===== config.mk =====
export PLATFORM = sky130hd
export DESIGN_NAME = burning_ship_escape_iteration_flat
export DESIGN_NICKNAME = d
export VERILOG_FILES = /design/src/rtl/core/bship_pkg.sv /design/src/rtl/core/bship_chan_if.sv /design/src/rtl/core/burning_ship_escape_iteration.sv /design/src/rtl/core/bship_mulshift.sv /design/src/flat_wrapper.sv
export SDC_FILE = /design/constraint.sdc
export NUM_CORES = 2
export LEC_CHECK = 0
export BUFFER_PORTS_ARGS = -buffer_cell sky130_fd_sc_hd__buf_2
export CAP_MARGIN = 20
export CELL_PAD_IN_SITES_DETAIL_PLACEMENT = 1
export CELL_PAD_IN_SITES_GLOBAL_PLACEMENT = 2
export CORE_MARGIN = 1.5
export CORE_UTILIZATION = 44
export DETAILED_ROUTE_END_ITERATION = 8
export PLACE_DENSITY = 0.89
export SETUP_SLACK_MARGIN = 0.5
export SLEW_MARGIN = 25
export SYNTH_ARGS = -nofsm -noshare
export SYNTH_HDL_FRONTEND = slang
export SYNTH_HIERARCHICAL = 1
export SYNTH_SLANG_ARGS = --single-unit

===== constraint.sdc =====
create_clock -name clk -period 18.64 [get_ports clk]
set_clock_uncertainty 0.15 [all_clocks]
set_input_delay 1.864 -clock clk [delete_from_list [all_inputs] [get_ports clk]]
set_output_delay 1.864 -clock clk [all_outputs]
set_load 0.01 [all_outputs]

===== src/rtl/core/bship_pkg.sv =====
// shared constants and types for the burning ship escape-time block
package bship_pkg;

	// fixed field widths
	localparam int POINT_W     = 32;
	localparam int COUNT_OUT_W = 16;
	localparam int MAG_W       = 63;
	localparam int MAX_ITER_W  = 16;
	localparam int ESC_LIM_W   = 17;

	// configuration port
	localparam int CFG_DATA_W = 17;
	localparam int CFG_IDX_W  = 1;

	localparam logic [CFG_IDX_W-1:0] REG_MAX_ITER   = 1'b0;
	localparam logic [CFG_IDX_W-1:0] REG_ESC_LIMIT  = 1'b1;

	localparam logic [MAX_ITER_W-1:0] MAX_ITER_RST = 16'd256;
	localparam logic [ESC_LIM_W-1:0]  ESC_LIM_RST  = 17'd65536;

	// parameter defaults
	localparam int FRAC_BITS_DEF   = 28;
	localparam int COUNT_WIDTH_DEF = 16;

	// integer headroom of z above the fraction
	localparam int Z_INT_BITS = 20;

	// products are capped at 2^62
	localparam logic [MAG_W-1:0] PROD_CAP = {1'b1, {(MAG_W-1){1'b0}}};

	// request from the sequencer to the shared multiplier
	typedef struct packed {
		logic start;
		logic half_shift;   // divide by 2^(frac-1) instead of 2^frac
	} mul_req_t;

endpackage


===== src/rtl/core/bship_chan_if.sv =====
// point request and result request channels
interface bship_point_if;
	logic                                  valid;
	logic                                  ready;
	logic signed [bship_pkg::POINT_W-1:0] point_real;
	logic signed [bship_pkg::POINT_W-1:0] point_imag;

	modport source (output valid, output point_real, output point_imag, input ready);
	modport sink (input valid, input point_real, input point_imag, output ready);
endinterface

interface bship_result_if;
	logic                              valid;
	logic                              ready;
	logic [bship_pkg::COUNT_OUT_W-1:0] iteration_count;
	logic                              escaped;
	logic [bship_pkg::MAG_W-1:0]       final_mag_sq;

	modport source (output valid, output iteration_count, output escaped,
		output final_mag_sq, input ready);
	modport sink (input valid, input iteration_count, input escaped,
		input final_mag_sq, output ready);
endinterface


===== src/rtl/core/burning_ship_escape_iteration.sv =====
// burning ship escape-time iteration for one point per request
//
// Takes a point c (signed Q4.28 real and imaginary parts), starts from z = 0 and
// repeats z' = (x*x - y*y + cr, 2*|x*y| + ci) while |z|^2 stays below
// escape_limit * 2^FRAC_BITS and the count stays below max_iterations (capped at
// 2^COUNT_WIDTH - 1). The result request carries the iteration count, the escape
// flag and the final |z|^2 in unsigned Q35.28, saturating at 2^63 - 1. z is kept
// in saturating signed Q20.28.
//
// All products go through a single multiplier unit that builds each full
// (FRAC_BITS+20)-bit square or cross product from four half-width partial
// products. One iteration needs three products (cross product, then the two
// squares of the new z, which also give |z|^2) plus one compare step. The block
// takes one point at a time; it accepts the next point while a finished result
// still waits to be taken. Configuration is written through cfg_wr_en /
// cfg_index / cfg_data; the user must write it only while idle, as the block
// itself does not enforce this.
module burning_ship_escape_iteration #(
	parameter int FRAC_BITS   = bship_pkg::FRAC_BITS_DEF,
	parameter int COUNT_WIDTH = bship_pkg::COUNT_WIDTH_DEF
) (
	input  logic                               clk,
	input  logic                               arst_n,
	bship_point_if.sink                        point,
	bship_result_if.source                     result,
	input  logic                               cfg_wr_en,
	input  logic [bship_pkg::CFG_IDX_W-1:0]    cfg_index,
	input  logic [bship_pkg::CFG_DATA_W-1:0]   cfg_data
);

	localparam int MW     = FRAC_BITS + bship_pkg::Z_INT_BITS;   // z width
	localparam int MAG_W  = bship_pkg::MAG_W;
	localparam int SW     = MAG_W + 2;                           // signed sum width
	localparam int LIM_W  = (COUNT_WIDTH > bship_pkg::MAX_ITER_W) ?
		COUNT_WIDTH : bship_pkg::MAX_ITER_W;
	localparam int BND_PAD = 64 - bship_pkg::ESC_LIM_W - FRAC_BITS;

	typedef enum logic [2:0] {S_IDLE, S_SQX, S_SQY, S_CHECK, S_XY, S_DONE} state_t;

	// saturate a wide signed sum into the z range
	function automatic logic [MW-1:0] sat_z(input logic signed [SW-1:0] v);
		logic [SW-MW:0] top;
		top = v[SW-1:MW-1];
		if ((top == '0) || (top == '1)) begin
			sat_z = v[MW-1:0];
		end else if (v[SW-1]) begin
			sat_z = {1'b1, {(MW-1){1'b0}}};
		end else begin
			sat_z = {1'b0, {(MW-1){1'b1}}};
		end
	endfunction

	// magnitude of a signed z value, the most negative value included
	function automatic logic [MW-1:0] mag_of(input logic [MW-1:0] v);
		mag_of = v[MW-1] ? (~v + MW'(1)) : v;
	endfunction

	// configuration registers
	logic [bship_pkg::MAX_ITER_W-1:0] max_iter_q;
	logic [bship_pkg::ESC_LIM_W-1:0]  esc_lim_q;

	// sequencer and datapath state
	state_t                              state_q;
	bship_pkg::mul_req_t                 mul_req_q;
	logic signed [bship_pkg::POINT_W-1:0] cr_q, ci_q;
	logic [MW-1:0]                       z_re_q, z_im_q;
	logic [MW-1:0]                       z_re_next_q;
	logic [COUNT_WIDTH-1:0]              cnt_q;
	logic [MAG_W-1:0]                    xx_q, yy_q;
	logic [MAG_W-1:0]                    mag_q;
	logic                                esc_q;

	// result register
	logic                                res_vld_q;
	logic [bship_pkg::COUNT_OUT_W-1:0]   res_cnt_q;
	logic                                res_esc_q;
	logic [MAG_W-1:0]                    res_mag_q;

	// multiplier hookup
	logic [MW-1:0]    mul_a, mul_b;
	logic             mul_done;
	logic [MAG_W-1:0] mul_res;

	// combinational helpers
	logic [MW-1:0]           abs_re, abs_im;
	logic [MAG_W:0]          mag_sum;
	logic [MAG_W-1:0]        mag_sat;
	logic [63:0]             bound;
	logic [LIM_W-1:0]        cnt_ext, cnt_cap, max_ext, limit;
	logic                    keep_going;
	logic signed [SW-1:0]    re_sum, im_sum;
	logic                    pt_take, res_free;

	assign abs_re = mag_of(z_re_q);
	assign abs_im = mag_of(z_im_q);

	// operand select: squares of x and y, then the cross product
	always_comb begin
		case (state_q)
			S_SQX: begin
				mul_a = abs_re;
				mul_b = abs_re;
			end
			S_SQY: begin
				mul_a = abs_im;
				mul_b = abs_im;
			end
			default: begin
				mul_a = abs_re;
				mul_b = abs_im;
			end
		endcase
	end

	bship_mulshift #(
		.FRAC_BITS (FRAC_BITS)
	) u_mul (
		.clk    (clk),
		.arst_n (arst_n),
		.req    (mul_req_q),
		.opa    (mul_a),
		.opb    (mul_b),
		.done   (mul_done),
		.result (mul_res)
	);

	// |z|^2 from the two floored squares, saturating
	assign mag_sum = {1'b0, xx_q} + {1'b0, yy_q};
	assign mag_sat = mag_sum[MAG_W] ? {MAG_W{1'b1}} : mag_sum[MAG_W-1:0];

	// bailout bound in the same fixed-point scale as |z|^2
	assign bound = {{BND_PAD{1'b0}}, esc_lim_q, {FRAC_BITS{1'b0}}};

	// effective iteration limit is capped by the counter range
	assign cnt_ext = LIM_W'(cnt_q);
	assign cnt_cap = LIM_W'({COUNT_WIDTH{1'b1}});
	assign max_ext = LIM_W'(max_iter_q);
	assign limit   = (max_ext < cnt_cap) ? max_ext : cnt_cap;

	assign keep_going = ({1'b0, mag_sat} < bound) && (cnt_ext < limit);

	// new z parts before saturation
	assign re_sum = $signed({2'b00, xx_q}) - $signed({2'b00, yy_q}) + SW'(cr_q);
	assign im_sum = $signed({2'b00, mul_res}) + SW'(ci_q);

	// handshakes
	assign point.ready = (state_q == S_IDLE);
	assign pt_take     = point.valid && point.ready;
	assign res_free    = !res_vld_q || result.ready;

	// configuration writes
	always_ff @(posedge clk or negedge arst_n) begin
		if (!arst_n) begin
			max_iter_q <= bship_pkg::MAX_ITER_RST;
			esc_lim_q  <= bship_pkg::ESC_LIM_RST;
		end else if (cfg_wr_en) begin
			unique case (cfg_index)
				bship_pkg::REG_MAX_ITER:  max_iter_q <= cfg_data[bship_pkg::MAX_ITER_W-1:0];
				bship_pkg::REG_ESC_LIMIT: esc_lim_q  <= cfg_data[bship_pkg::ESC_LIM_W-1:0];
				default: ;
			endcase
		end
	end

	// sequencer, datapath registers and result register
	always_ff @(posedge clk or negedge arst_n) begin
		if (!arst_n) begin
			state_q     <= S_IDLE;
			mul_req_q   <= '0;
			cr_q        <= '0;
			ci_q        <= '0;
			z_re_q      <= '0;
			z_im_q      <= '0;
			z_re_next_q <= '0;
			cnt_q       <= '0;
			xx_q        <= '0;
			yy_q        <= '0;
			mag_q       <= '0;
			esc_q       <= 1'b0;
			res_vld_q   <= 1'b0;
			res_cnt_q   <= '0;
			res_esc_q   <= 1'b0;
			res_mag_q   <= '0;
		end else begin
			mul_req_q.start <= 1'b0;
			// downstream took the pending result
			if (res_vld_q && result.ready) begin
				res_vld_q <= 1'b0;
			end
			unique case (state_q)
				S_IDLE: begin
					if (pt_take) begin
						// new point: z and count start from zero, square z first
						cr_q                 <= point.point_real;
						ci_q                 <= point.point_imag;
						z_re_q               <= '0;
						z_im_q               <= '0;
						cnt_q                <= '0;
						mul_req_q.start      <= 1'b1;
						mul_req_q.half_shift <= 1'b0;
						state_q              <= S_SQX;
					end
				end
				S_SQX: begin
					if (mul_done) begin
						xx_q                 <= mul_res;
						mul_req_q.start      <= 1'b1;
						mul_req_q.half_shift <= 1'b0;
						state_q              <= S_SQY;
					end
				end
				S_SQY: begin
					if (mul_done) begin
						yy_q    <= mul_res;
						state_q <= S_CHECK;
					end
				end
				S_CHECK: begin
					// bailout test on the squares just formed
					mag_q       <= mag_sat;
					esc_q       <= !({1'b0, mag_sat} < bound);
					z_re_next_q <= sat_z(re_sum);
					if (keep_going) begin
						// doubled cross product: divide by 2^(frac-1)
						mul_req_q.start      <= 1'b1;
						mul_req_q.half_shift <= 1'b1;
						state_q              <= S_XY;
					end else begin
						state_q <= S_DONE;
					end
				end
				S_XY: begin
					if (mul_done) begin
						z_re_q               <= z_re_next_q;
						z_im_q               <= sat_z(im_sum);
						cnt_q                <= cnt_q + COUNT_WIDTH'(1);
						mul_req_q.start      <= 1'b1;
						mul_req_q.half_shift <= 1'b0;
						state_q              <= S_SQX;
					end
				end
				S_DONE: begin
					// hand off once the result register is free
					if (res_free) begin
						res_vld_q <= 1'b1;
						res_cnt_q <= cnt_ext[bship_pkg::COUNT_OUT_W-1:0];
						res_esc_q <= esc_q;
						res_mag_q <= mag_q;
						state_q   <= S_IDLE;
					end
				end
				default: state_q <= S_IDLE;
			endcase
		end
	end

	assign result.valid           = res_vld_q;
	assign result.iteration_count = res_cnt_q;
	assign result.escaped         = res_esc_q;
	assign result.final_mag_sq    = res_mag_q;

endmodule


===== src/rtl/core/bship_mulshift.sv =====
// shared multiplier: floor(a*b / 2^s) capped at 2^62, four partial products
module bship_mulshift #(
	parameter int FRAC_BITS = bship_pkg::FRAC_BITS_DEF
) (
	input  logic                                      clk,
	input  logic                                      arst_n,
	input  bship_pkg::mul_req_t                       req,
	input  logic [FRAC_BITS+bship_pkg::Z_INT_BITS-1:0] opa,
	input  logic [FRAC_BITS+bship_pkg::Z_INT_BITS-1:0] opb,
	output logic                                      done,
	output logic [bship_pkg::MAG_W-1:0]               result
);

	localparam int MW = FRAC_BITS + bship_pkg::Z_INT_BITS;
	localparam int HW = (MW + 1) / 2;
	localparam int OW = 2 * HW;
	localparam int PW = 4 * HW;
	localparam int MAG_W = bship_pkg::MAG_W;

	typedef enum logic [1:0] {U_IDLE, U_RUN, U_CAP} ustate_t;

	ustate_t          state_q;
	logic [OW-1:0]    a_q, b_q;
	logic             half_q;
	logic [2:0]       step_q;
	logic [PW-1:0]    acc_q;
	logic [OW-1:0]    pp_s1;
	logic [1:0]       pp_sel_s1;
	logic             pp_vld_s1;
	logic             done_q;
	logic [MAG_W-1:0] res_q;

	logic [HW-1:0]    mul_x, mul_y;
	logic [OW-1:0]    mul_p;
	logic [PW-1:0]    pp_ext;
	logic [PW-1:0]    shifted;
	logic             over;
	logic [MAG_W-1:0] capped;

	// operand halves for the current step
	always_comb begin
		case (step_q[1:0])
			2'd0: begin
				mul_x = a_q[HW-1:0];
				mul_y = b_q[HW-1:0];
			end
			2'd1: begin
				mul_x = a_q[HW-1:0];
				mul_y = b_q[OW-1:HW];
			end
			2'd2: begin
				mul_x = a_q[OW-1:HW];
				mul_y = b_q[HW-1:0];
			end
			default: begin
				mul_x = a_q[OW-1:HW];
				mul_y = b_q[OW-1:HW];
			end
		endcase
	end

	assign mul_p = OW'(mul_x) * OW'(mul_y);

	// place the registered partial product
	always_comb begin
		case (pp_sel_s1)
			2'd0:    pp_ext = PW'(pp_s1);
			2'd1,
			2'd2:    pp_ext = PW'(pp_s1) << HW;
			default: pp_ext = PW'(pp_s1) << OW;
		endcase
	end

	assign shifted = half_q ? (acc_q >> (FRAC_BITS - 1)) : (acc_q >> FRAC_BITS);
	assign over    = (|shifted[PW-1:MAG_W]) || (shifted[MAG_W-1] && (|shifted[MAG_W-2:0]));
	assign capped  = over ? bship_pkg::PROD_CAP : shifted[MAG_W-1:0];

	always_ff @(posedge clk or negedge arst_n) begin
		if (!arst_n) begin
			state_q   <= U_IDLE;
			a_q       <= '0;
			b_q       <= '0;
			half_q    <= 1'b0;
			step_q    <= '0;
			acc_q     <= '0;
			pp_s1     <= '0;
			pp_sel_s1 <= '0;
			pp_vld_s1 <= 1'b0;
			done_q    <= 1'b0;
			res_q     <= '0;
		end else begin
			done_q <= 1'b0;
			if (pp_vld_s1) begin
				acc_q <= acc_q + pp_ext;
			end
			unique case (state_q)
				U_IDLE: begin
					pp_vld_s1 <= 1'b0;
					if (req.start) begin
						a_q     <= OW'(opa);
						b_q     <= OW'(opb);
						half_q  <= req.half_shift;
						step_q  <= '0;
						acc_q   <= '0;
						state_q <= U_RUN;
					end
				end
				U_RUN: begin
					if (step_q != 3'd4) begin
						pp_s1     <= mul_p;
						pp_sel_s1 <= step_q[1:0];
						pp_vld_s1 <= 1'b1;
						step_q    <= step_q + 3'd1;
					end else begin
						pp_vld_s1 <= 1'b0;
						state_q   <= U_CAP;
					end
				end
				U_CAP: begin
					res_q   <= capped;
					done_q  <= 1'b1;
					state_q <= U_IDLE;
				end
				default: state_q <= U_IDLE;
			endcase
		end
	end

	assign done   = done_q;
	assign result = res_q;

endmodule

===== src/flat_wrapper.sv =====
// flat-port wrapper written by rule: the top's interface ports become plain ports
module burning_ship_escape_iteration_flat 
#(
	parameter int FRAC_BITS   = bship_pkg::FRAC_BITS_DEF,
	parameter int COUNT_WIDTH = bship_pkg::COUNT_WIDTH_DEF
)
  (clk, arst_n, cfg_wr_en, cfg_index, cfg_data, point_valid, point_point_real, point_point_imag, point_ready, result_valid, result_iteration_count, result_escaped, result_final_mag_sq, result_ready);
  bship_point_if point_i ();
  bship_result_if result_i ();
  input  logic clk;
  input  logic arst_n;
  input  logic cfg_wr_en;
  input  logic [bship_pkg::CFG_IDX_W-1:0] cfg_index;
  input  logic [bship_pkg::CFG_DATA_W-1:0] cfg_data;
  input wire logic [$bits(point_i.valid)-1:0] point_valid;
  input wire logic [$bits(point_i.point_real)-1:0] point_point_real;
  input wire logic [$bits(point_i.point_imag)-1:0] point_point_imag;
  output wire logic [$bits(point_i.ready)-1:0] point_ready;
  output wire logic [$bits(result_i.valid)-1:0] result_valid;
  output wire logic [$bits(result_i.iteration_count)-1:0] result_iteration_count;
  output wire logic [$bits(result_i.escaped)-1:0] result_escaped;
  output wire logic [$bits(result_i.final_mag_sq)-1:0] result_final_mag_sq;
  input wire logic [$bits(result_i.ready)-1:0] result_ready;
  assign point_i.valid = point_valid;
  assign point_i.point_real = point_point_real;
  assign point_i.point_imag = point_point_imag;
  assign point_ready = point_i.ready;
  assign result_valid = result_i.valid;
  assign result_iteration_count = result_i.iteration_count;
  assign result_escaped = result_i.escaped;
  assign result_final_mag_sq = result_i.final_mag_sq;
  assign result_i.ready = result_ready;
  burning_ship_escape_iteration #(.FRAC_BITS(FRAC_BITS), .COUNT_WIDTH(COUNT_WIDTH)) u_core (.clk(clk), .arst_n(arst_n), .point(point_i), .result(result_i), .cfg_wr_en(cfg_wr_en), .cfg_index(cfg_index), .cfg_data(cfg_data));
endmodule

# After elaboration in Yosys (flattened, before gate mapping)
# Index checks and enable logic that the tools add are counted.
[totals]
reg_bits = 846
input_bits = 87
out_inout_bits = 82
wordCells = 157
[op_classes]
n_addsub = 9
n_mul = 1
order_cmp = 3
eq_ne = 24
n_mux = 49
n_bitwise = 3
reduce_logical = 38
[op_table]
columns = ["op", "count"]
rows = [
  ["2-to-1 mux 48 bit", 11],
  ["2-to-1 mux 96 bit", 3],
  ["one-hot mux 48 bit (2 select lines)", 2],
  ["one-hot mux 96 bit (2 select lines)", 1],
  ["adder 64 x 32 -> 65 bit", 2],
  ["2-to-1 mux 63 bit", 2],
  ["adder 48 x 1 -> 48 bit, second input constant", 2],
  ["adder 96 bit", 1],
  ["inverter 48 bit", 2],
  ["2-to-1 mux 69 bit", 1],
  ["adder 63 x 63 -> 64 bit", 1],
  ["subtractor 63 x 63 -> 64 bit", 1],
  ["less-than comparator 63 x 45 -> 1 bit", 1],
  ["OR reduction 62 bit", 1],
  ["multiplier 24 x 24 -> 48 bit", 1],
  ["2-to-1 mux 16 bit", 3],
  ["2-to-1 mux 24 bit", 2],
  ["equality test 18 bit, second input constant", 2],
  ["zero test 18 bit", 2],
  ["OR reduction 33 bit", 1],
  ["one-hot mux 16 bit (2 select lines)", 1],
  ["2-to-1 mux 3 bit", 7],
  ["one-hot mux 3 bit (6 select lines)", 1],
  ["AND reduction 2 bit", 9],
  ["30 further kinds", 67],
]

# Depth between registers and ports, before layout
[logic_depth]
word_depth = 7
ltp_mapped = 35
ltp_nobuf = 32

# Modules after synthesis
# Netlist, hierarchy kept.
[modules_own_cells]
columns = ["module", "instances", "cells_each", "area_each_um2", "seq_area_each_um2"]
rows = [
  ["burning_ship_escape_iteration", 1, 4541, 39309.0, 13340.3],
  ["bship_mulshift", 1, 4473, 38501.9, 7832.5],
]

# Least setup slack after synthesis
# No wires, ideal clock.
[synth_path]
kind = "reg-to-reg"
startpoint = "register u_core.u_mul.step_q[0]"
endpoint = "register u_core.u_mul.pp_s1[45]"
setup_time_ns = 0.131
arrival_time_ns = 8.189
t_required_ns = 18.359
setup_slack_ns = 10.170
stages_incl_launch_ff = 32
path_buffers = 4
period_less_slack_ns = 8.470
path_cell_list = "dfrtp_1 -> inv_1 -> ha_1 -> nor2_1 -> buf_1 -> clkbuf_1 -> mux2i_1 -> clkbuf_1 -> nor2_1 -> fa_1 -> inv_1 -> fa_1 -> inv_1 -> fa_1 -> fa_1 -> fa_1 -> fa_1 -> inv_1 -> fa_1 -> inv_1 -> ha_1 -> clkbuf_1 -> a21oi_1 -> o21bai_1 -> a21oi_1 -> o21ai_0 -> o311a_1 -> nor3_1 -> a21oi_2 -> a221oi_1 -> xor2_1 -> o21ai_1"
[synth_between]
elab_chain_len = 4
word_cells_on_any_way = 10
cone_classes = "mul (1); eq/ne (3); mux (2); reduce/logical (4)"
[synth_lines]
columns = ["item", "line_no", "source"]
rows = [
  ["from (decl)", "bship_mulshift.sv:25", "logic [2:0] step_q;"],
  ["from (signal assigned)", "bship_mulshift.sv:113", "step_q <= step_q + 3'd1;"],
  ["equality test 2 x 1 -> 1 bit (tied with other cells)", "bship_mulshift.sv:42", "case (step_q[1:0])"],
  ["OR reduction 2 bit (no source line)", "--", ""],
  ["2-to-1 mux 24 bit", "bship_mulshift.sv:42", ""],
  ["multiplier 24 x 24 -> 48 bit", "bship_mulshift.sv:62", "assign mul_p = OW'(mul_x) * OW'(mul_y);"],
  ["to (signal assigned)", "bship_mulshift.sv:110", "pp_s1 <= mul_p;"],
  ["to (decl)", "bship_mulshift.sv:27", "logic [OW-1:0] pp_s1;"],
]
# Parallel ways exist; a longest one is shown, timed or not.
# A chain may end at the register's enable or synchronous reset.

# Worst setup path after layout
[layout_path]
startpoint = "register u_core.u_mul.step_q[0]"
endpoint = "register u_core.u_mul.pp_s1[44]"
# The elaborated chain is that of the path after synthesis.

==> results_dict.tcl <==
set metrics [dict create \
    status "finished, final reports clean" \
    postSynthNetCount 10158 \
    layout-drive-gt1-share_pct 8.84 \
    slew_violations 0 \
    slew_headroom_pct 24.1 \
    power_w 0.0132 \
    fin_setup_tns_ps 0 \
    finalSetupViolCount 0 \
    arrival_ps 9970 \
    ys_seq_area_share_pct 27.2 \
    r2r_end "u_core/u_mul/pp_s1[44]" \
    critical_path_depth 28 \
    firstDrtPassIters 5 \
    endpoint_kind "flip-flop" \
    cts_num_sinks 846 \
    cts_buffers 102 \
    cap_violations 0 \
    drc 0 \
    cts.htree.levels 3 \
    clkTransAtPathRegs_ps 60 \
    synth-edff-count 0 \
    layout_worst_path_cycle_share_pct 51.3 \
    io_pins 169 \
    cts-root-buf "clkbuf_16" \
    dp_cells 11146 \
    grt_overflow 0 \
    synth_flop_cell "dfrtp_1" \
    crit_required_ps 19050 \
    yosysUniqueCellTypes 114 \
    antenna_found_initial 17 \
    grt_max_degree 105 \
    cp_max_fo 48 \
    hold_path_end "u_core/u_mul/b_q[41]" \
    clockBufferDepth 3 \
    dieArea_um2 179000 \
    setup.worst_path.start_class "flip-flop" \
    clk_latency_ps 780 \
    crit_path_frequent_cell "fa_1" \
    die_w_um 424 \
    syn_inst 9014 \
    cts_tree "yes" \
    vias_per_cell 6.00 \
    setup.worst_path.class "flip-flop to flip-flop" \
    routed_wl_um 297000 \
    crit_slowest_cell "mux2i_1" \
    yosysWarnings 6 \
    cpLargestDelayFamily "adder cells" \
    worstHoldStart "u_core/u_mul/b_q[41]" \
    finalHoldViolations 0 \
    reg2reg_from "u_core/u_mul/step_q[0]" \
    ir_worst_vdd_mv 0.244 \
    layout_common_cells "nand2_1, dfrtp_1, inv_1, nor2_1, ha_1" \
    fin_crit_ps 9560 \
    layout_commonest_cell "nand2_1" \
    grt_pass1_wl_um 453000 \
    floorplan.rows 154 \
    grt_pass1_vias 70664 \
    crit_buf_inv 6 \
    cpPeakStageDelay_ps 990 \
    routabilityCongestion 0.969 \
    synth-seq-cells 846 \
    r2r_cells 28 \
    ctsResizeCount 0 \
    wl_per_cell_um 26.2 \
    grt_use_total_pct 33.0 \
    syn_area_per_cell_um2 8.63 \
    worstMarginPinSlew_ps 1110 \
    hold_class "flip-flop to flip-flop" \
    vias 68048 \
    cts_hold_buffers 0 \
    io_buffers 168 \
    ant_nets 0 \
    synthToLayoutAreaGrowth_pct 8.31 \
    grt_setup_unrepaired "no" \
    total_leakage_power_nw 41.5 \
    stdcell_count 11339 \
    coreArea_um2 176000 \
    dr.first_iter.drc_count 6071 \
    whs_path_depth 2 \
    initial_core_util_pct 44.2 \
    dp_hpwl_um 237000 \
    timing.fmax_mhz 105 \
    finalNetCount 10054 \
    hold_slack_ps 337 \
    r2r_slack_ps 9080 \
    cts_setup_buffers 0 \
    synth-async-reset-ratio_pct 100 \
    power.density_cell_area_nw_per_um2 157 \
    dieHeight_um 424 \
    syn-cell-area_um2 77800 \
]
==> flip-flops by register name (all words and copies together), names as in the netlist, 17 cells and up <==
signal                      cells
u_core/cr_q                    32
u_core/u_mul/a_q               48
u_core/ci_q                    32
u_core/z_re_next_q             48
u_core/u_mul/acc_q             96
u_core/result.final_mag_sq     63
u_core/u_mul/result            63
u_core/xx_q                    63
u_core/u_mul/pp_s1             48
u_core/u_mul/b_q               48
u_core/mag_q                   63
u_core/z_re_q                  48
u_core/esc_lim_q               17
u_core/yy_q                    63
u_core/z_im_q                  48
==> worst reg2reg max path: cells and delay by family, from the launching register on <==
family                     cells  cell delay, ps
xor gates and xnor gates       1             180
adders and majority gates      9            4490
and+or+nand+nor                3             380
AOI/OAI and AO/OA              8            1720
muxes                          1            1050
buffers and inverters          6             950
DFF                            1             440
==> cells in the mapped netlist (20+ instances only) <==
cell / number / area [um2]
a21oi_1: 488 / 2440
a22o_1: 92 / 806
ha_1: 570 / 7130
or2_2: 20 / 125
inv_1: 800 / 3000
or3_1: 37 / 231
a221o_1: 52 / 521
a211oi_1: 51 / 383
clkbuf_1: 378 / 1420
o21ai_1: 64 / 320
and3_1: 51 / 319
nor3_1: 100 / 500
mux2_2: 213 / 2400
nor4_1: 57 / 357
xnor2_1: 245 / 2150
o211ai_1: 41 / 308
fa_1: 487 / 9750
nand2b_1: 66 / 413
o31ai_1: 56 / 420
dfrtp_1: 844 / 21100
buf_2: 23 / 115
nand4_1: 108 / 676
a31oi_1: 90 / 563
or4_1: 28 / 210
xor2_1: 203 / 1780
a21o_1: 171 / 1280
nor2_1: 752 / 2820
nor2b_1: 61 / 382
o21a_1: 43 / 323
nand3_1: 99 / 495
nand2_1: 1393 / 5230
o21ai_0: 514 / 2570
mux2i_1: 258 / 2580
and2_1: 80 / 500
o21bai_1: 100 / 751
buf_1: 37 / 139
==> worst max path at each step <==
stage	startpoint	endpoint	slack, ps
2_1_floorplan	u_core/u_mul/step_q[0]	u_core/u_mul/pp_s1[45]	10170
3_3_place_gp	u_core/u_mul/step_q[0]	u_core/u_mul/pp_s1[47]	9220
3_5_place_dp	u_core/u_mul/step_q[0]	u_core/u_mul/pp_s1[47]	9260
4_1_cts	u_core/u_mul/step_q[0]	u_core/u_mul/pp_s1[41]	9170
5_1_grt	u_core/u_mul/step_q[0]	u_core/u_mul/pp_s1[45]	8670
6_report	u_core/u_mul/step_q[0]	u_core/u_mul/pp_s1[44]	9080
==> where the power goes <==
part / internal, W / switching, W / leakage [nW]
Combinational: 0.00294 / 0.00529 / 28.3
Clock: 0.00129 / 0.000911 / 1.80
Sequential: 0.00224 / 0.000539 / 11.4
==> routing by layer <==
metal | vias up | global-route usage, % | wire (um)
li1 | 30445 | - | -
met1 | 35186 | 46.5 | 134000
met2 | 1947 | 51.5 | 133000
met3 | 462 | 5.23 | 19300
met4 | 8 | 11.0 | 10700
met5 | - | 0 | 102
==> kinds of logic (layout without fill, tap and decap cells) <==
kind of cell | count (synthesis) | count (layout) | synth area share [%]
AO/OA/AOI/OAI | 2000 | 2000 | 16.7
XOR/XNOR | 448 | 448 | 5.04
adder cells (fa/ha/maj) | 1057 | 1057 | 21.7
buffers and inverters | 1272 | 1253 | 6.43
flip-flops | 846 | 846 | 27.2
multiplexers | 471 | 471 | 6.40
other | 0 | 4 | 0
AND/OR/NAND/NOR | 2920 | 2920 | 16.5
==> metrics by stage <==
stage | worst slack (ps) | utilization (%) | cell area (um2)
after floorplan | 10170 | - | 77800
after global placement | 9220 | 45.8 | 80500
after detailed placement | 9260 | 45.8 | 80500
after CTS | 9170 | 47.9 | 84300
after global routing | 8670 | 47.9 | 84300
final | 9080 | 47.9 | 84300
==> final cells by class <==
| type | instances | area, um2 |
|---|---|---|
| clock inverter | 66 | 938 |
| fill | 20595 | 91600 |
| multi-input combinational | 6896 | 51900 |
| sequential | 846 | 21200 |
| inverter | 803 | 3010 |
| tap | 2340 | 2930 |
| timing repair buffer | 261 | 1560 |
| antenna | 4 | 10.0 |
| clock buffer | 123 | 2770 |
(Power assumes the default switching activity.)
